### config.mk
export PLATFORM = sky130hd
export DESIGN_NAME = thd_ctrl
export DESIGN_NICKNAME = d
export VERILOG_FILES = /design/src/hdl/thd_pkg.sv /design/src/hdl/thd_ctrl.sv
export SDC_FILE = /design/constraint.sdc
export NUM_CORES = 1
export LEC_CHECK = 0
export BUFFER_PORTS_ARGS = -buffer_cell sky130_fd_sc_hd__buf_2
export CAP_MARGIN = 25
export CORE_UTILIZATION = 37
export CTS_CLUSTER_DIAMETER = 200
export DETAILED_ROUTE_END_ITERATION = 8
export HOLD_SLACK_MARGIN = 0.06
export SETUP_SLACK_MARGIN = 0.1
export SLEW_MARGIN = 20
export SYNTH_ARGS = -nofsm -noshare
export SYNTH_HDL_FRONTEND = slang
export SYNTH_SLANG_ARGS = --single-unit
### constraint.sdc
create_clock -name i_clk -period 4.35 [get_ports i_clk]
set_input_delay 0.2175 -clock i_clk [delete_from_list [all_inputs] [get_ports i_clk]]
set_output_delay 0.2175 -clock i_clk [all_outputs]
set_load 0.05 [all_outputs]
### src/hdl/thd_pkg.sv
// Shared types and constants of the two-level Huffman decoder.
package thd_pkg;

    localparam int PRIMARY_BITS   = 9;
    localparam int SECONDARY_BITS = 7;
    localparam int PRIMARY_SIZE   = 1 << PRIMARY_BITS;
    localparam int SECONDARY_SIZE = 1 << SECONDARY_BITS;
    localparam int ENTRY_W        = 13;   // {value[8:0], length[3:0]}
    localparam int BUF_W          = 24;
    localparam int HELD_W         = 5;

    localparam logic [8:0] MARKER_RESET = 9'd256;

    localparam logic FUNC_TABLE = 1'b0;
    localparam logic FUNC_DATA  = 1'b1;

    typedef enum logic [1:0] {
        KIND_SYMBOL  = 2'd0,
        KIND_END     = 2'd1,
        KIND_CORRUPT = 2'd2,
        KIND_NOEND   = 2'd3
    } t_kind;

    typedef struct packed {
        logic we;
        logic re;
    } t_mem_ctl;

    typedef struct packed {
        logic idle;
        logic pend_valid;
    } t_ctl_status;

endpackage

### src/hdl/thd_ctrl.sv
// Decode sequencer: bit buffer, table lookups, pending result and output register.
module thd_ctrl import thd_pkg::*; #(
    parameter int SECONDARY_TABLES = 32,
    parameter int DEPTH            = 4608,
    parameter int AW               = 13
) (
    input  logic               i_clk,
    input  logic               i_rst_n,
    input  logic [8:0]         i_end_marker,
    input  logic               i_s_valid,
    output logic               o_s_ready,
    input  logic               i_func,
    input  logic [12:0]        i_table_addr,
    input  logic [8:0]         i_entry_value,
    input  logic [3:0]         i_entry_length,
    input  logic [7:0]         i_data_byte,
    input  logic               i_last_byte,
    output logic               o_m_valid,
    input  logic               i_m_ready,
    output logic [7:0]         o_m_symbol,
    output logic [1:0]         o_m_kind,
    output logic               o_m_last,
    output t_mem_ctl           o_mem_ctl,
    output logic [AW-1:0]      o_mem_waddr,
    output logic [ENTRY_W-1:0] o_mem_wdata,
    output logic [AW-1:0]      o_mem_raddr,
    input  logic [ENTRY_W-1:0] i_mem_rdata,
    output t_ctl_status        o_status
);

    typedef enum logic [2:0] {
        S_IDLE,
        S_LOOK,
        S_EVAL1,
        S_EVAL2,
        S_FINISH
    } t_state;

    t_state             r_state, n_state;
    logic [BUF_W-1:0]   r_buf, n_buf;
    logic [HELD_W-1:0]  r_held, n_held;
    logic               r_stopped, n_stopped;
    logic               r_fin, n_fin;
    logic               r_pend_valid, n_pend_valid;
    logic [7:0]         r_pend_sym, n_pend_sym;
    t_kind              r_pend_kind, n_pend_kind;
    logic               r_m_valid, n_m_valid;
    logic [7:0]         r_m_sym, n_m_sym;
    t_kind              r_m_kind, n_m_kind;
    logic               r_m_last, n_m_last;

    // decode decisions
    t_state             to_state;
    logic               em;
    t_kind              em_kind;
    logic [7:0]         em_sym;
    logic               cons_en;
    logic [HELD_W-1:0]  cons_n;
    logic               rd_pri;
    logic               rd_sec;

    logic [BUF_W+15:0]  window;
    logic [8:0]         peek_pri;
    logic [6:0]         peek_sec;
    logic [3:0]         q_len;
    logic [8:0]         q_val;
    logic [7:0]         q_k;
    logic               k_bad;
    logic [16:0]        sec_wide;
    logic [AW+12:0]     waddr_ext;
    logic               waddr_ok;
    logic               can_push;
    logic               stall;
    logic [HELD_W-1:0]  cons_eff;
    logic [HELD_W-1:0]  held_after;

    // bits above r_held are always zero, so the window needs no mask
    assign window   = {r_buf, 16'd0};
    assign peek_pri = 9'(window >> (6'(r_held) + 6'd7));
    assign peek_sec = 7'(window >> r_held);

    assign q_len    = i_mem_rdata[3:0];
    assign q_val    = i_mem_rdata[12:4];
    assign q_k      = q_val[7:0];
    assign k_bad    = (q_k == 8'd0) || (9'(q_k) > 9'(SECONDARY_TABLES));
    assign sec_wide = 17'({q_k, peek_sec}) + 17'(PRIMARY_SIZE - SECONDARY_SIZE);

    assign waddr_ext = (AW + 13)'(i_table_addr);
    assign waddr_ok  = 17'(i_table_addr) < 17'(DEPTH);

    assign can_push  = !r_m_valid || i_m_ready;

    always_comb begin
        to_state = r_state;
        em       = 1'b0;
        em_kind  = KIND_SYMBOL;
        em_sym   = 8'd0;
        cons_en  = 1'b0;
        cons_n   = '0;
        rd_pri   = 1'b0;
        rd_sec   = 1'b0;
        unique case (r_state)
            S_IDLE: begin
                to_state = S_IDLE;
            end
            S_LOOK: begin
                if (!r_fin && r_held < HELD_W'(PRIMARY_BITS)) begin
                    to_state = S_FINISH;
                end else if (r_fin && r_held == '0) begin
                    em       = 1'b1;
                    em_kind  = KIND_NOEND;
                    to_state = S_FINISH;
                end else begin
                    rd_pri   = 1'b1;
                    to_state = S_EVAL1;
                end
            end
            S_EVAL1: begin
                if (q_len == 4'd0) begin
                    em       = 1'b1;
                    em_kind  = KIND_CORRUPT;
                    to_state = S_FINISH;
                end else if (!q_val[8]) begin
                    em       = 1'b1;
                    em_sym   = q_val[7:0];
                    cons_en  = 1'b1;
                    cons_n   = (q_len > 4'(PRIMARY_BITS)) ? HELD_W'(PRIMARY_BITS)
                                                          : HELD_W'(q_len);
                    to_state = S_LOOK;
                end else if (q_val == i_end_marker) begin
                    em       = 1'b1;
                    em_kind  = KIND_END;
                    to_state = S_FINISH;
                end else if (k_bad) begin
                    em       = 1'b1;
                    em_kind  = KIND_CORRUPT;
                    to_state = S_FINISH;
                end else if (!r_fin &&
                             r_held < HELD_W'(PRIMARY_BITS + SECONDARY_BITS)) begin
                    to_state = S_FINISH;
                end else begin
                    rd_sec   = 1'b1;
                    to_state = S_EVAL2;
                end
            end
            S_EVAL2: begin
                if (q_len == 4'd0) begin
                    em       = 1'b1;
                    em_kind  = KIND_CORRUPT;
                    to_state = S_FINISH;
                end else if (q_val == i_end_marker) begin
                    em       = 1'b1;
                    em_kind  = KIND_END;
                    to_state = S_FINISH;
                end else if (q_val[8]) begin
                    em       = 1'b1;
                    em_kind  = KIND_CORRUPT;
                    to_state = S_FINISH;
                end else begin
                    em       = 1'b1;
                    em_sym   = q_val[7:0];
                    cons_en  = 1'b1;
                    cons_n   = HELD_W'(PRIMARY_BITS) +
                               ((q_len > 4'(SECONDARY_BITS)) ? HELD_W'(SECONDARY_BITS)
                                                             : HELD_W'(q_len));
                    to_state = S_LOOK;
                end
            end
            S_FINISH: begin
                to_state = S_IDLE;
            end
            default: begin
                to_state = S_IDLE;
            end
        endcase
    end

    assign cons_eff   = (cons_n > r_held) ? r_held : cons_n;
    assign held_after = r_held - cons_eff;

    // a new result or the final flush needs the output register once a result is pending
    assign stall = r_pend_valid && !can_push &&
                   (em || r_state == S_FINISH);

    always_comb begin
        n_state      = r_state;
        n_buf        = r_buf;
        n_held       = r_held;
        n_stopped    = r_stopped;
        n_fin        = r_fin;
        n_pend_valid = r_pend_valid;
        n_pend_sym   = r_pend_sym;
        n_pend_kind  = r_pend_kind;
        n_m_valid    = r_m_valid && !i_m_ready;
        n_m_sym      = r_m_sym;
        n_m_kind     = r_m_kind;
        n_m_last     = r_m_last;
        o_mem_ctl    = '0;
        o_mem_waddr  = waddr_ext[AW-1:0];
        o_mem_wdata  = {i_entry_value, i_entry_length};
        o_mem_raddr  = rd_sec ? sec_wide[AW-1:0] : AW'(peek_pri);

        if (r_state == S_IDLE) begin
            if (i_s_valid) begin
                if (i_func == FUNC_TABLE) begin
                    o_mem_ctl.we = waddr_ok;
                end else if (r_stopped) begin
                    // drop the byte; the final one reopens the stream
                    if (i_last_byte) begin
                        n_buf     = '0;
                        n_held    = '0;
                        n_stopped = 1'b0;
                    end
                end else begin
                    n_buf   = {r_buf[BUF_W-9:0], i_data_byte};
                    n_held  = r_held + HELD_W'(8);
                    n_fin   = i_last_byte;
                    n_state = S_LOOK;
                end
            end
        end else if (!stall) begin
            n_state      = to_state;
            o_mem_ctl.re = rd_pri || rd_sec;
            if (em) begin
                if (r_pend_valid) begin
                    n_m_valid = 1'b1;
                    n_m_sym   = r_pend_sym;
                    n_m_kind  = r_pend_kind;
                    n_m_last  = 1'b0;
                end
                n_pend_valid = 1'b1;
                n_pend_sym   = em_sym;
                n_pend_kind  = em_kind;
                if (em_kind != KIND_SYMBOL) begin
                    n_stopped = 1'b1;
                end
            end
            if (cons_en) begin
                n_held = held_after;
                n_buf  = r_buf & ~({BUF_W{1'b1}} << held_after);
            end
            if (r_state == S_FINISH) begin
                if (r_pend_valid) begin
                    n_m_valid = 1'b1;
                    n_m_sym   = r_pend_sym;
                    n_m_kind  = r_pend_kind;
                    n_m_last  = 1'b1;
                end
                n_pend_valid = 1'b0;
                if (r_fin) begin
                    n_buf     = '0;
                    n_held    = '0;
                    n_stopped = 1'b0;
                end
            end
        end
    end

    always_ff @(posedge i_clk) begin
        if (!i_rst_n) begin
            r_state      <= S_IDLE;
            r_buf        <= '0;
            r_held       <= '0;
            r_stopped    <= 1'b0;
            r_fin        <= 1'b0;
            r_pend_valid <= 1'b0;
            r_m_valid    <= 1'b0;
        end else begin
            r_state      <= n_state;
            r_buf        <= n_buf;
            r_held       <= n_held;
            r_stopped    <= n_stopped;
            r_fin        <= n_fin;
            r_pend_valid <= n_pend_valid;
            r_m_valid    <= n_m_valid;
        end
        r_pend_sym  <= n_pend_sym;
        r_pend_kind <= n_pend_kind;
        r_m_sym     <= n_m_sym;
        r_m_kind    <= n_m_kind;
        r_m_last    <= n_m_last;
    end

    assign o_s_ready  = (r_state == S_IDLE);
    assign o_m_valid  = r_m_valid;
    assign o_m_symbol = r_m_sym;
    assign o_m_kind   = r_m_kind;
    assign o_m_last   = r_m_last;

    assign o_status.idle       = (r_state == S_IDLE);
    assign o_status.pend_valid = r_pend_valid;

endmodule

# Word level (Yosys, flattened, before mapping)
# Cells that the tools add are included.
dict set report word_totals {
  regBits 57
  in_bits 62
  word_cells 184
  out_inout_bits 56
}
dict set report op_classes {
  reduce_logical 27
  bitwise_logic 5
  n_lt_le_gt_ge 7
  mux 115
  addsub 5
  shift 3
  n_eq_ne 10
}
# op n
set ops {}
lappend ops {{$mux 24} 9}
lappend ops {{$mux 5} 13}
lappend ops {{$mux 8} 8}
lappend ops {{$mux 1} 46}
lappend ops {{$mux 3} 15}
lappend ops {{$shr 40x5->7} 1}
lappend ops {{$shr 40x6->9} 1}
lappend ops {{$mux 2} 13}
lappend ops {{$and 24x24->24} 1}
lappend ops {{$not 24->24} 1}
lappend ops {{$shl 24x5->24 const A} 1}
lappend ops {{$mux 4} 4}
lappend ops {{$pmux 8 s2} 1}
lappend ops {{$add 13x9->13 const B} 1}
lappend ops {{$lt 13x13->1 const B} 1}
lappend ops {{$mux 13} 1}
lappend ops {{$reduce_and 4->1} 3}
lappend ops {{$pmux 5 s2} 1}
lappend ops {{$eq 9x9->1} 1}
lappend ops {{$pmux 3 s3} 1}
lappend ops {{$reduce_and 3->1} 3}
lappend ops {{$gt 8x6->1 const B} 1}
lappend ops {{$logic_not 8->1} 1}
lappend ops {{$add 5x3->6 const B} 1}
lappend ops {{26 further kinds} 43}

# Logic depth before layout (Yosys ltp)
# Gate-level depths: netlist of the first run.
dict set report logic_depth {
  ltp_word 18
  mapped_depth 23
  depth_no_buf 21
}

# Worst setup path after synthesis of the first run
# OpenSTA, ideal clock, no wires.
dict set report synth_timing {
  path_type {input to register}
  start {input port i_mem_rdata[6]}
  end {register r_buf[8]}
  cell_stages 22
  setup_time_ns 0.117
  t_arrival_ns 4.234
  path_buffers 2
  setup_slack_ns -0.001
  cell_sequence {buf_2 xor2_1 nor3_2 nand3_1 nand3_1 o31a_1 o22ai_1 ha_1 o21ai_0 a21oi_1 o31ai_2 mux2i_1 inv_1 fa_1 nor2b_1 o21ai_0 nand2b_1 a31oi_1 nand3_2 buf_4 nand4_1 a32o_1}
}
dict set report synth_between {
  elab_chain_cells 15
  word_cells_on_any_way 30
  classes_between {add/sub: 1; order compare: 2; eq/ne: 2; shift: 1; mux: 17; bitwise: 2; reduce/logical: 5}
}
# element line_no
set synth_rtl {}
lappend synth_rtl {{start, declared} thd_ctrl.sv:27} ;# input logic [ENTRY_W-1:0] i_mem_rdata,
lappend synth_rtl {{$eq 9x9->1} {thd_ctrl.sv:130, thd_ctrl.sv:151}}
lappend synth_rtl {{$mux 5} thd_ctrl.sv:151} ;# end else if (q_val == i_end_marker) begin
lappend synth_rtl {{$mux 5} thd_ctrl.sv:147} ;# if (q_len == 4'd0) begin
lappend synth_rtl {{$pmux 5 s2} thd_ctrl.sv:102} ;# unique case (r_state)
lappend synth_rtl {{$gt 5x5->1} thd_ctrl.sv:178} ;# assign cons_eff = (cons_n > r_held) ? r_held : cons_n;
lappend synth_rtl {{$mux 5} thd_ctrl.sv:178}
lappend synth_rtl {{$sub 5x5->5} thd_ctrl.sv:179} ;# assign held_after = r_held - cons_eff;
lappend synth_rtl {{$shl 24x5->24} thd_ctrl.sv:240} ;# n_buf = r_buf & ~({BUF_W{1'b1}} << held_after);
lappend synth_rtl {{$not 24->24} thd_ctrl.sv:240}
lappend synth_rtl {{$and 24x24->24} thd_ctrl.sv:240}
lappend synth_rtl {{$mux 24} thd_ctrl.sv:238} ;# if (cons_en) begin
lappend synth_rtl {{$mux 24} thd_ctrl.sv:250} ;# if (r_fin) begin
lappend synth_rtl {{$mux 24} thd_ctrl.sv:242} ;# if (r_state == S_FINISH) begin
lappend synth_rtl {{$mux 24} thd_ctrl.sv:221} ;# end else if (!stall) begin
lappend synth_rtl {{$mux 24} thd_ctrl.sv:203} ;# if (r_state == S_IDLE) begin
lappend synth_rtl {{end signal, assigned} thd_ctrl.sv:270} ;# r_buf <= n_buf;
lappend synth_rtl {{end, declared} thd_ctrl.sv:40} ;# logic [BUF_W-1:0] r_buf, n_buf;
# Several ways; a longest one is shown, not always the timed one. The select of a mux whose other input is x is not followed.
# A chain may end at the register's enable or synchronous reset.

# Worst setup path after layout of the first run
dict set report layout_timing {
  start {register r_state[0]}
  end {register r_buf[0]}
}
dict set report layout_between {
  elab_chain_cells 13
  word_cells_on_any_way 26
  classes_between {add/sub: 1; order compare: 1; eq/ne: 8; shift: 1; mux: 9; bitwise: 2; reduce/logical: 4}
}
# element line_no
set layout_rtl {}
lappend layout_rtl {{start, declared} thd_ctrl.sv:39} ;# t_state r_state, n_state;
lappend layout_rtl {{start signal, assigned} thd_ctrl.sv:269} ;# r_state <= n_state;
lappend layout_rtl {{$eq 3x2->1} thd_ctrl.sv:102}
lappend layout_rtl {{$pmux 5 s2} thd_ctrl.sv:102}
lappend layout_rtl {{$gt 5x5->1} thd_ctrl.sv:178}
lappend layout_rtl {{$mux 5} thd_ctrl.sv:178}
lappend layout_rtl {{$sub 5x5->5} thd_ctrl.sv:179}
lappend layout_rtl {{$shl 24x5->24} thd_ctrl.sv:240}
lappend layout_rtl {{$not 24->24} thd_ctrl.sv:240}
lappend layout_rtl {{$and 24x24->24} thd_ctrl.sv:240}
lappend layout_rtl {{$mux 24} thd_ctrl.sv:238}
lappend layout_rtl {{$mux 24} thd_ctrl.sv:250}
lappend layout_rtl {{$mux 24} thd_ctrl.sv:242}
lappend layout_rtl {{$mux 24} thd_ctrl.sv:221}
lappend layout_rtl {{$mux 24} thd_ctrl.sv:203}
# Several ways; a longest one is shown, not always the timed one. The select of a mux whose other input is x is not followed.

==> impl_metrics.json, run 1 <==
{
  "final_period_minus_worst_setup_slack_ns": 4.178,
  "maxSlewHeadroom_pct": 38.85,
  "power.density_nw_per_um2": 319.7,
  "worst_clock_skew_ns": 0.005238,
  "synth-warning-count": 0,
  "criticalPathCategory": "reg2reg",
  "grt_setup_unrepaired": "true",
  "post-route-period-util_pct": 96.05,
  "synth_cell_types": 74,
  "rrSetupSlack_ns": 0.17,
  "syn_nets": 716,
  "grt_pass1_vias": 4925,
  "hold_path.startpoint": "i_last_byte",
  "grt_start_max_net_pins": 41,
  "use_met3_pct": 3.392,
  "ys_ff_latch": 57,
  "grt_first_pass_wirelength_mm": 25.27,
  "detail_route.drc_violations": 0,
  "htree_num_levels": 3,
  "crit_fanout": 7,
  "worst-endpoint-arrival_ns": 4.40,
  "core-area_sq_um": 14040,
  "syn_inst": 641,
  "worstReg2RegEnd": "r_buf[0]$_SDFFE_PN0P_",
  "floorplan.rows": 43,
  "gp_congestion": 0.8861,
  "clkSlewWorstSetupHoldPaths_ns": 0.06,
  "irDropWorstVdd_v": 0.0002098,
  "route.detailed.vias_per_inst": 6.101,
  "fmaxAchievable_mhz": 239.3,
  "hold_depth": 3,
  "cp-start-kind": "register",
  "worst_r2r_path_depth": 18,
  "cts_tree": "done",
  "cp_data_required_time_ns": 4.57,
  "post-place-cells": 846,
  "tritoncts.num_buffers": 9,
  "antenna_cells_inserted": 0,
  "dr.first_iter.drc_count": 454,
  "synth_area_leaders": "sky130_fd_sc_hd__dfxtp_1, sky130_fd_sc_hd__edfxtp_1, sky130_fd_sc_hd__mux4_2, sky130_fd_sc_hd__mux2i_1, sky130_fd_sc_hd__o21ai_0",
  "run_status": "completed",
  "globalRouteOverflowTotal": 0,
  "antenna_violating_nets_left": 0,
  "mappedNetlistArea_sq_um": 5378,
  "grt_util_met1_pct": 27.88,
  "finish.instance_area_sq_um": 6412,
  "hp-class": "in2reg",
  "fp.dieH_um": 122.6,
  "fp.dieW_um": 122.6,
  "critPathCaptureType": "register",
  "drt-total-wl_mm": 16.70,
  "clock_sink_count": 57,
  "reg2reg_from": "r_state[0]$_SDFFE_PN0P_",
  "synthToLayoutAreaGrowth_pct": 19.24,
  "hold_path_end": "r_fin$_SDFFE_PN0P_",
  "io_buffers": 73,
  "report.final.slew_viol_count": 0,
  "fin_nets": 768,
  "io-pin-count": 118,
  "grt_antenna_before_repair": 0,
  "dp.final_hpwl_mm": 11.90,
  "timing.max_cap.violations": 0,
  "dieArea_sq_um": 15020,
  "synth_edf_count": 21,
  "dominant_register_cell_in_the_synthesized_netlist": "sky130_fd_sc_hd__dfxtp_1",
  "start_util_pct": 38.30,
  "leakagePower_nw": 2.383,
  "clock_latency_ns": 0.33,
  "globalRouteTotalUtil_pct": 21.44,
  "global_route.peak_usage_layer": "met2",
  "tightestPinTransition_ns": 0.9103,
  "synth-seq-area-share_pct": 25.13,
  "cts-root-to-sink-buffers": 2,
  "nFillCells": 1342,
  "placedInstanceArea_sq_um": 5776,
  "finalHoldViolCount": 0,
  "synth_top_cell_area_share_pct": 13.40,
  "drive_gt1_share_pct": 29.51,
  "routed-via-count": 5357,
  "route.detailed.wl_per_inst_um": 19.02,
  "setup-violations-final": 0,
  "post_layout_nonfiller_instances": 878,
  "clock-root-buffer": "sky130_fd_sc_hd__clkbuf_16",
  "proportion_of_synthesized_flip_flops_having_asynchronous_set_or_reset_pct": 0,
  "synth_largest_area_cell": "sky130_fd_sc_hd__dfxtp_1",
  "postSynthAreaPerCell_sq_um": 8.389,
  "met2_usage_pct": 35.85,
  "drt_pre_antenna_iters": 5
}
routing by layer:
layer | routed length (um) | part of all wire (%)
met3 | 1044 | 6.3
met4 | 421 | 2.5
met5 | 0 | 0
met1 | 7269 | 44
met2 | 7960 | 48
per-stage QoR:
stage / utilization (%) / hold WS [ns] / TNS [ns] / total power [mW] / setup slack [ns]
6_report: 45.67 / 0.1859 / 0 / 2.050 / 0.1718
5_1_grt: 45.67 / 0.2199 / 0 / 2.135 / 0.02541
4_1_cts: 43.66 / 0.1829 / 0 / 1.955 / 0.09911
3_5_place_dp: 41.13 / 0.4353 / -1.535 / 1.222 / -0.1554
3_3_place_gp: 41.13 / 0.4353 / -0.004366 / 1.211 / -0.004366
2_1_floorplan: - / 0.3870 / 0 / 1.101 / 0.1960
placed cells by master, fill, tap and decap left out, types with 21 or more instances in the layout:
cell and instances:
sky130_fd_sc_hd__a32o_1 21, sky130_fd_sc_hd__buf_2 73, sky130_fd_sc_hd__o21ai_0 63, sky130_fd_sc_hd__nand2_1 64, sky130_fd_sc_hd__a21oi_1 21, sky130_fd_sc_hd__dfxtp_1 35
sky130_fd_sc_hd__buf_4 39, sky130_fd_sc_hd__nor2_1 47, sky130_fd_sc_hd__mux2i_1 35, sky130_fd_sc_hd__edfxtp_1 21
cell usage after synthesis (4+ instances only):
master	number
sky130_fd_sc_hd__o21a_1	7
sky130_fd_sc_hd__nand3_1	20
sky130_fd_sc_hd__o221ai_1	4
sky130_fd_sc_hd__and3_1	4
sky130_fd_sc_hd__or2_2	6
sky130_fd_sc_hd__inv_1	16
sky130_fd_sc_hd__a32o_1	21
sky130_fd_sc_hd__clkbuf_1	29
sky130_fd_sc_hd__nand2b_1	5
sky130_fd_sc_hd__o22ai_1	4
sky130_fd_sc_hd__mux2_2	4
sky130_fd_sc_hd__nor4_2	4
sky130_fd_sc_hd__nor3_1	16
sky130_fd_sc_hd__and2_1	11
sky130_fd_sc_hd__xor2_1	14
sky130_fd_sc_hd__o211ai_1	7
sky130_fd_sc_hd__nor2_1	48
sky130_fd_sc_hd__nor2b_1	9
sky130_fd_sc_hd__dfxtp_1	36
sky130_fd_sc_hd__buf_4	30
sky130_fd_sc_hd__edfxtp_1	21
sky130_fd_sc_hd__o21ai_0	67
sky130_fd_sc_hd__ha_1	12
sky130_fd_sc_hd__nand4_1	5
sky130_fd_sc_hd__a21oi_1	25
sky130_fd_sc_hd__o31ai_1	6
sky130_fd_sc_hd__mux4_2	19
sky130_fd_sc_hd__mux2i_1	35
sky130_fd_sc_hd__a31oi_1	7
sky130_fd_sc_hd__nand2_1	64
sky130_fd_sc_hd__buf_2	14
sky130_fd_sc_hd__a211oi_1	4
worst max-delay path, cell delays in order, from the launching register on:
cell                      delay [ns]
sky130_fd_sc_hd__dfxtp_1        0.32
sky130_fd_sc_hd__or3b_4         0.45
sky130_fd_sc_hd__nor2_4         0.16
sky130_fd_sc_hd__nand2_1        0.07
sky130_fd_sc_hd__o31a_1         0.11
sky130_fd_sc_hd__o22ai_2        0.14
sky130_fd_sc_hd__ha_1           0.27
sky130_fd_sc_hd__o21ai_1        0.14
sky130_fd_sc_hd__a21oi_1        0.08
sky130_fd_sc_hd__o31ai_4        0.36
sky130_fd_sc_hd__buf_4          0.18
sky130_fd_sc_hd__mux2i_1        0.21
sky130_fd_sc_hd__ha_1           0.28
sky130_fd_sc_hd__buf_6          0.14
sky130_fd_sc_hd__a21oi_4        0.21
sky130_fd_sc_hd__xnor2_4        0.17
sky130_fd_sc_hd__nor3_4         0.33
sky130_fd_sc_hd__nand4_1        0.15
sky130_fd_sc_hd__a32o_1         0.27
final cells by class:
cell class	instances	area (sq um)	share of cell area [%]
inverter	17	63.81	0.9951
multi-input combinational	492	3755	58.56
clock inverter	7	70.07	1.093
timing repair buffer	116	720.7	11.24
sequential	57	1353	21.09
tap	180	225.2	3.512
clock buffer	9	225.2	3.512
logic make-up (layout without fill, tap and decap cells):
family	count (synthesis)	after routing	synth area share (%)
simple gates	213	213	20.15
compound gates	188	190	23.99
buf+inv	94	149	9.283
mux	59	59	15.52
flops	57	57	25.13
xor+xnor	17	17	2.769
fa+ha+maj	13	13	3.164
worst max-delay path by stage:
stage                       startpoint                endpoint  depth (start not counted)
2_1_floorplan           i_mem_rdata[6]   r_buf[8]$_SDFFE_PN0P_                         22
3_3_place_gp           i_end_marker[8]  r_buf[22]$_SDFFE_PN0P_                         19
3_5_place_dp           i_end_marker[8]  r_buf[16]$_SDFFE_PN0P_                         22
4_1_cts        r_state[1]$_SDFFE_PN0P_   r_buf[1]$_SDFFE_PN0P_                         17
5_1_grt        r_state[0]$_SDFFE_PN0P_   r_buf[4]$_SDFFE_PN0P_                         21
6_report       r_state[0]$_SDFFE_PN0P_   r_buf[0]$_SDFFE_PN0P_                         18
where the power goes:
group          internal [mW]  leakage, nW  total (mW)  switching [mW]
Clock                  0.442        0.135       0.704           0.262
Combinational          0.270         1.75       0.725           0.455
Sequential             0.581        0.495       0.621          0.0406
timing repair:
action | CTS | global route
endpoints found under the setup margin | 25 | 25
hold buffers | 0 | 0
pin swaps | 2 | 15
setup buffers | 1 | 11
gates resized for setup | 7 | 30
gates cloned | 0 | 2
No activity file was read; power rests on OpenSTA's default activity.
==> inputs of run 2 (changes only) <==
clock period = 5.29 ns   (was 4.35 ns; I/O delays follow)
==> impl_metrics.json, run 2 (same netlist as run 1, synthesis figures left out) <==
{
  "run_status": "completed",
  "hold_buffers": 0,
  "grt_first_pass_wirelength_mm": 25.20,
  "fp.dieH_um": 122.6,
  "crit_fanout": 18,
  "criticalPathCategory": "reg2reg",
  "worst-endpoint-arrival_ns": 4.99,
  "cp_data_required_time_ns": 5.52,
  "layout.cells.most_common_list": "sky130_fd_sc_hd__buf_2, sky130_fd_sc_hd__o21ai_0, sky130_fd_sc_hd__nand2_1",
  "globalRouteTotalUtil_pct": 21.46,
  "timing.max_cap.violations": 0,
  "dp_slack_ns": 0.3243,
  "routed-via-count": 5175,
  "dr.first_iter.drc_count": 570,
  "clock_sink_count": 57,
  "finalHoldViolCount": 0,
  "fp.dieW_um": 122.6,
  "clkSlewWorstSetupHoldPaths_ns": 0.05,
  "report.final.slew_viol_count": 0,
  "io-pin-count": 118,
  "htree_num_levels": 3,
  "fmaxAchievable_mhz": 209.8,
  "crit_chain": "or3b_4 -> nor2_2 -> nand2_1 -> o31a_1 -> o22ai_1 -> ha_1 -> o21ai_0 -> a21oi_1 -> o31ai_2 -> buf_4 -> nor2_1 -> a21oi_1 -> ha_1 -> fa_1 -> nor2b_1 -> o21ai_0 -> nand2b_1 -> a31oi_1 -> nand3_4 -> and2_1 -> o311ai_1",
  "cts_tree": "done",
  "critical_path.slowest_cell": "sky130_fd_sc_hd__dfxtp_1",
  "io_buffers": 73,
  "utilization_pct": 42.68,
  "worst_clock_skew_ns": 0.006562,
  "dp.final_hpwl_mm": 11.62,
  "drt_pre_antenna_iters": 5,
  "power.density_nw_per_um2": 263.2,
  "tritoncts.num_buffers": 9,
  "grt_antenna_before_repair": 0,
  "post-route-worst-setup-slack_ns": 0.5231,
  "final_period_minus_worst_setup_slack_ns": 4.767,
  "path_buf_inv": 1,
  "antenna_cells_inserted": 0,
  "core-area_sq_um": 14040,
  "tns_ns": 0,
  "finish.instance_area_sq_um": 5993,
  "hp-class": "in2reg",
  "critical_path.max_stage_delay_ns": 0.61,
  "post_layout_nonfiller_instances": 848,
  "fin_nets": 738,
  "start_util_pct": 38.30,
  "leakagePower_nw": 2.204,
  "irDropWorstVdd_v": 0.0001406,
  "rrSetupSlack_ns": 0.52,
  "critPathCaptureType": "register",
  "cp-start-kind": "register",
  "globalRouteOverflowTotal": 0,
  "setup-violations-final": 0,
  "clock-root-buffer": "sky130_fd_sc_hd__clkbuf_16",
  "postCtsResizedCells": 0,
  "grt_start_max_net_pins": 41,
  "drive_gt1_share_pct": 23.35,
  "cts-root-to-sink-buffers": 2,
  "maxSlewHeadroom_pct": 30.34,
  "gp_congestion": 0.8972,
  "synthToLayoutAreaGrowth_pct": 11.45,
  "antenna_violating_nets_left": 0,
  "tightestPinTransition_ns": 1.038,
  "critical-path-top-delay-family": "compound AO/OA/AOI/OAI gates",
  "placedInstanceArea_sq_um": 5658,
  "totalPowerFinal_mw": 1.578,
  "grt_pass1_vias": 4777,
  "grt_setup_unrepaired": "false",
  "clock_latency_ns": 0.33,
  "route.detailed.wl_per_inst_um": 18.70,
  "fin_hold_ws_ns": 0.2275,
  "floorplan.rows": 43,
  "detail_route.drc_violations": 0,
  "post-route-period-util_pct": 90.11,
  "postcts_setup_bufs": 0,
  "route.detailed.vias_per_inst": 6.103,
  "final_common_cell": "sky130_fd_sc_hd__buf_2",
  "post-place-cells": 830,
  "dieArea_sq_um": 15020,
  "drt-total-wl_mm": 15.86
}
[run 2: cell types whose count changed in the layout (fill, tap and decap cells not counted), moves of 3 or more]
cell and delta:
sky130_fd_sc_hd__a21oi_1 +3, sky130_fd_sc_hd__buf_4 -25, sky130_fd_sc_hd__o21ai_0 +4, sky130_fd_sc_hd__o21ai_1 -4
[run 2: cell type report]
cell class	instances	area (sq um)
tap	180	225.2
fill	1388	8049
inverter	17	63.81
timing repair buffer	88	481.7
clock inverter	6	67.56
sequential	57	1351
clock buffer	10	229.0
multi-input combinational	490	3575
[run 2: report_power, final]
group	switching [mW]	leakage, nW	total (mW)	internal [mW]
registers	0.0370	0.495	0.515	0.478
clock network	0.215	0.139	0.581	0.366
logic	0.317	1.57	0.482	0.166
[run 2: worst min-delay path, cell delays in order]
cell,delay [ns]
sky130_fd_sc_hd__buf_2,0.09
sky130_fd_sc_hd__mux2i_1,0.06
sky130_fd_sc_hd__nor2b_1,0.10
[run 2: path summary, 6_finish.rpt]
check                     startpoint                     end  cells past startpoint
min                      i_last_byte      r_fin$_SDFFE_PN0P_                      3
max          r_state[1]$_SDFFE_PN0P_  r_buf[19]$_SDFFE_PN0P_                     21
max reg2reg  r_state[1]$_SDFFE_PN0P_  r_buf[19]$_SDFFE_PN0P_                     21
min reg2reg  r_pend_sym[1]$_DFFE_PP_                register                      2
[run 2: metal layers]
layer | vias to the layer above | track usage, % | part of all wire, %
li1 | 2420 | - | -
met1 | 2489 | 28.32 | 44
met2 | 225 | 34.27 | 46
met3 | 41 | 3.810 | 6.3
met4 | 0 | 9.146 | 3.1
met5 | - | 0 | 0
==> inputs of run 3 (changes only) <==
CORE_UTILIZATION = 60   (was 37)
PLACE_DENSITY = 0.87   (was unset)
==> impl_metrics.json, run 3 (same netlist as run 1, synthesis figures left out) <==
{
  "run_status": "completed",
  "fin_hold_ws_ns": 0.2092,
  "hold_path_end": "r_fin$_SDFFE_PN0P_",
  "routed-via-count": 5298,
  "route.detailed.vias_per_inst": 6.845,
  "start_util_pct": 61.97,
  "worstReg2RegEnd": "r_buf[18]$_SDFFE_PN0P_",
  "reg2reg_from": "r_state[1]$_SDFFE_PN0P_",
  "cp-start-kind": "register",
  "post-route-worst-setup-slack_ns": 0.4130,
  "globalRouteTotalUtil_pct": 32.66,
  "layout.cells.most_common_list": "sky130_fd_sc_hd__buf_2, sky130_fd_sc_hd__o21ai_0, sky130_fd_sc_hd__nand2_1",
  "report.final.slew_viol_count": 0,
  "globalRouteOverflowTotal": 0,
  "hold_path.startpoint": "i_last_byte",
  "drt-total-wl_mm": 15.14,
  "crit_fanout": 18,
  "grt_first_pass_wirelength_mm": 25.14,
  "worst-endpoint-arrival_ns": 5.16,
  "criticalPathCategory": "reg2reg",
  "maxSlewHeadroom_pct": 27.59,
  "hp-class": "in2reg",
  "setup-violations-final": 0,
  "fp.dieH_um": 96.67,
  "floorplan.rows": 34,
  "antenna_violating_nets_left": 0,
  "timing.max_cap.violations": 0,
  "finish.instance_area_sq_um": 5766,
  "fin_nets": 736,
  "postcts_setup_bufs": 0,
  "grt_antenna_before_repair": 0,
  "placedInstanceArea_sq_um": 5557,
  "clock_latency_ns": 0.35,
  "tritoncts.num_buffers": 9,
  "fmaxAchievable_mhz": 205.0,
  "post-place-cells": 758,
  "postCtsResizedCells": 0,
  "htree_num_levels": 3,
  "worst_clock_skew_ns": 0.01262,
  "clock-root-buffer": "sky130_fd_sc_hd__clkbuf_8",
  "gp_congestion": 0.9451,
  "crit_chain": "or3b_4 -> nor2_2 -> nand2_1 -> o31a_1 -> o22ai_1 -> ha_1 -> o21ai_0 -> a21oi_1 -> o31ai_2 -> buf_4 -> nor2_1 -> a21oi_1 -> ha_1 -> fa_1 -> nor2b_1 -> o21ai_0 -> nand2b_1 -> a31oi_1 -> nand3_2 -> a31oi_2 -> a32o_1",
  "dr.first_iter.drc_count": 606,
  "tns_ns": 0,
  "final_common_cell": "sky130_fd_sc_hd__buf_2",
  "cp_data_required_time_ns": 5.57,
  "dp.final_hpwl_mm": 10.93,
  "route.detailed.wl_per_inst_um": 19.56,
  "irDropWorstVdd_v": 0.0001869,
  "drt_pre_antenna_iters": 5,
  "post-route-period-util_pct": 92.19,
  "critical_path.max_stage_delay_ns": 0.65,
  "drive_gt1_share_pct": 22.82,
  "critPathCaptureType": "register",
  "hold_buffers": 0,
  "core-area_sq_um": 8678,
  "worst_r2r_path_depth": 21,
  "totalPowerFinal_mw": 1.436,
  "hold_depth": 3,
  "grt_start_max_net_pins": 41,
  "cts_tree": "done",
  "antenna_cells_inserted": 0,
  "synthToLayoutAreaGrowth_pct": 7.213,
  "dp_slack_ns": 0.4548,
  "post_layout_nonfiller_instances": 774,
  "leakagePower_nw": 2.155,
  "tightestPinTransition_ns": 1.079,
  "finalHoldViolCount": 0,
  "utilization_pct": 66.44,
  "dieArea_sq_um": 9345,
  "clkSlewWorstSetupHoldPaths_ns": 0.07,
  "final_period_minus_worst_setup_slack_ns": 4.877,
  "grt_setup_unrepaired": "false",
  "nFillCells": 717,
  "detail_route.drc_violations": 0,
  "power.density_nw_per_um2": 249.0,
  "io_buffers": 73,
  "fp.dieW_um": 96.67,
  "critical_path.slowest_cell": "sky130_fd_sc_hd__dfxtp_1",
  "io-pin-count": 118,
  "clock_sink_count": 57,
  "grt_pass1_vias": 4987,
  "rrSetupSlack_ns": 0.41,
  "cts-root-to-sink-buffers": 2
}
-- run 3: cell count changes in the layout (fill, tap and decap cells not counted), sizes merged --
cell      change
buf           -2
clkinv        +2
bufinv        +1
clkbuf        -1
clkinvlp      -1
inv           -1
-- run 3: critical path: cells and delay by family (launching register included) --
family / cells / cell delay (ns)
adders and majority gates: 3 / 0.76
buffers and inverters: 1 / 0.22
AOI/OAI and AO/OA: 10 / 1.85
DFF: 1 / 0.65
and+or+nand+nor: 7 / 1.33
-- run 3: per-layer routing --
| layer | part of all wire (%) | global-route usage, % |
|---|---|---|
| met1 | 41 | 43.40 |
| met2 | 47 | 53.14 |
| met3 | 8.9 | 5.853 |
| met4 | 3.6 | 12.17 |
| met5 | 0 | 0 |
-- run 3: how the worst max path moves through the flow --
stage,startpoint,endpoint,slack (ns),depth (start not counted)
floorplan,i_mem_rdata[6],r_buf[8]$_SDFFE_PN0P_,0.89,22
global placement,i_mem_rdata[12],r_buf[17]$_SDFFE_PN0P_,0.71,22
detailed placement,i_mem_rdata[12],r_buf[18]$_SDFFE_PN0P_,0.45,23
CTS,r_state[1]$_SDFFE_PN0P_,r_buf[18]$_SDFFE_PN0P_,0.53,21
global route,r_state[1]$_SDFFE_PN0P_,r_buf[17]$_SDFFE_PN0P_,0.11,21
finish,r_state[1]$_SDFFE_PN0P_,r_buf[18]$_SDFFE_PN0P_,0.41,21
-- run 3: final cells by class --
type / count / area, sq um / area share [%]
Inverter: 17 / 63.81 / 1.107
Tap cell: 108 / 135.1 / 2.344
Multi-Input combinational cell: 490 / 3543 / 61.46
Sequential cell: 57 / 1351 / 23.44
Clock inverter: 7 / 85.08 / 1.476
Clock buffer: 9 / 123.9 / 2.148
Timing Repair Buffer: 86 / 462.9 / 8.030
-- run 3: power breakdown --
group | switching, mW | total [mW] | internal (mW)
sequential | 0.0379 | 0.515 | 0.477
clock | 0.187 | 0.447 | 0.260
combinational | 0.314 | 0.474 | 0.160
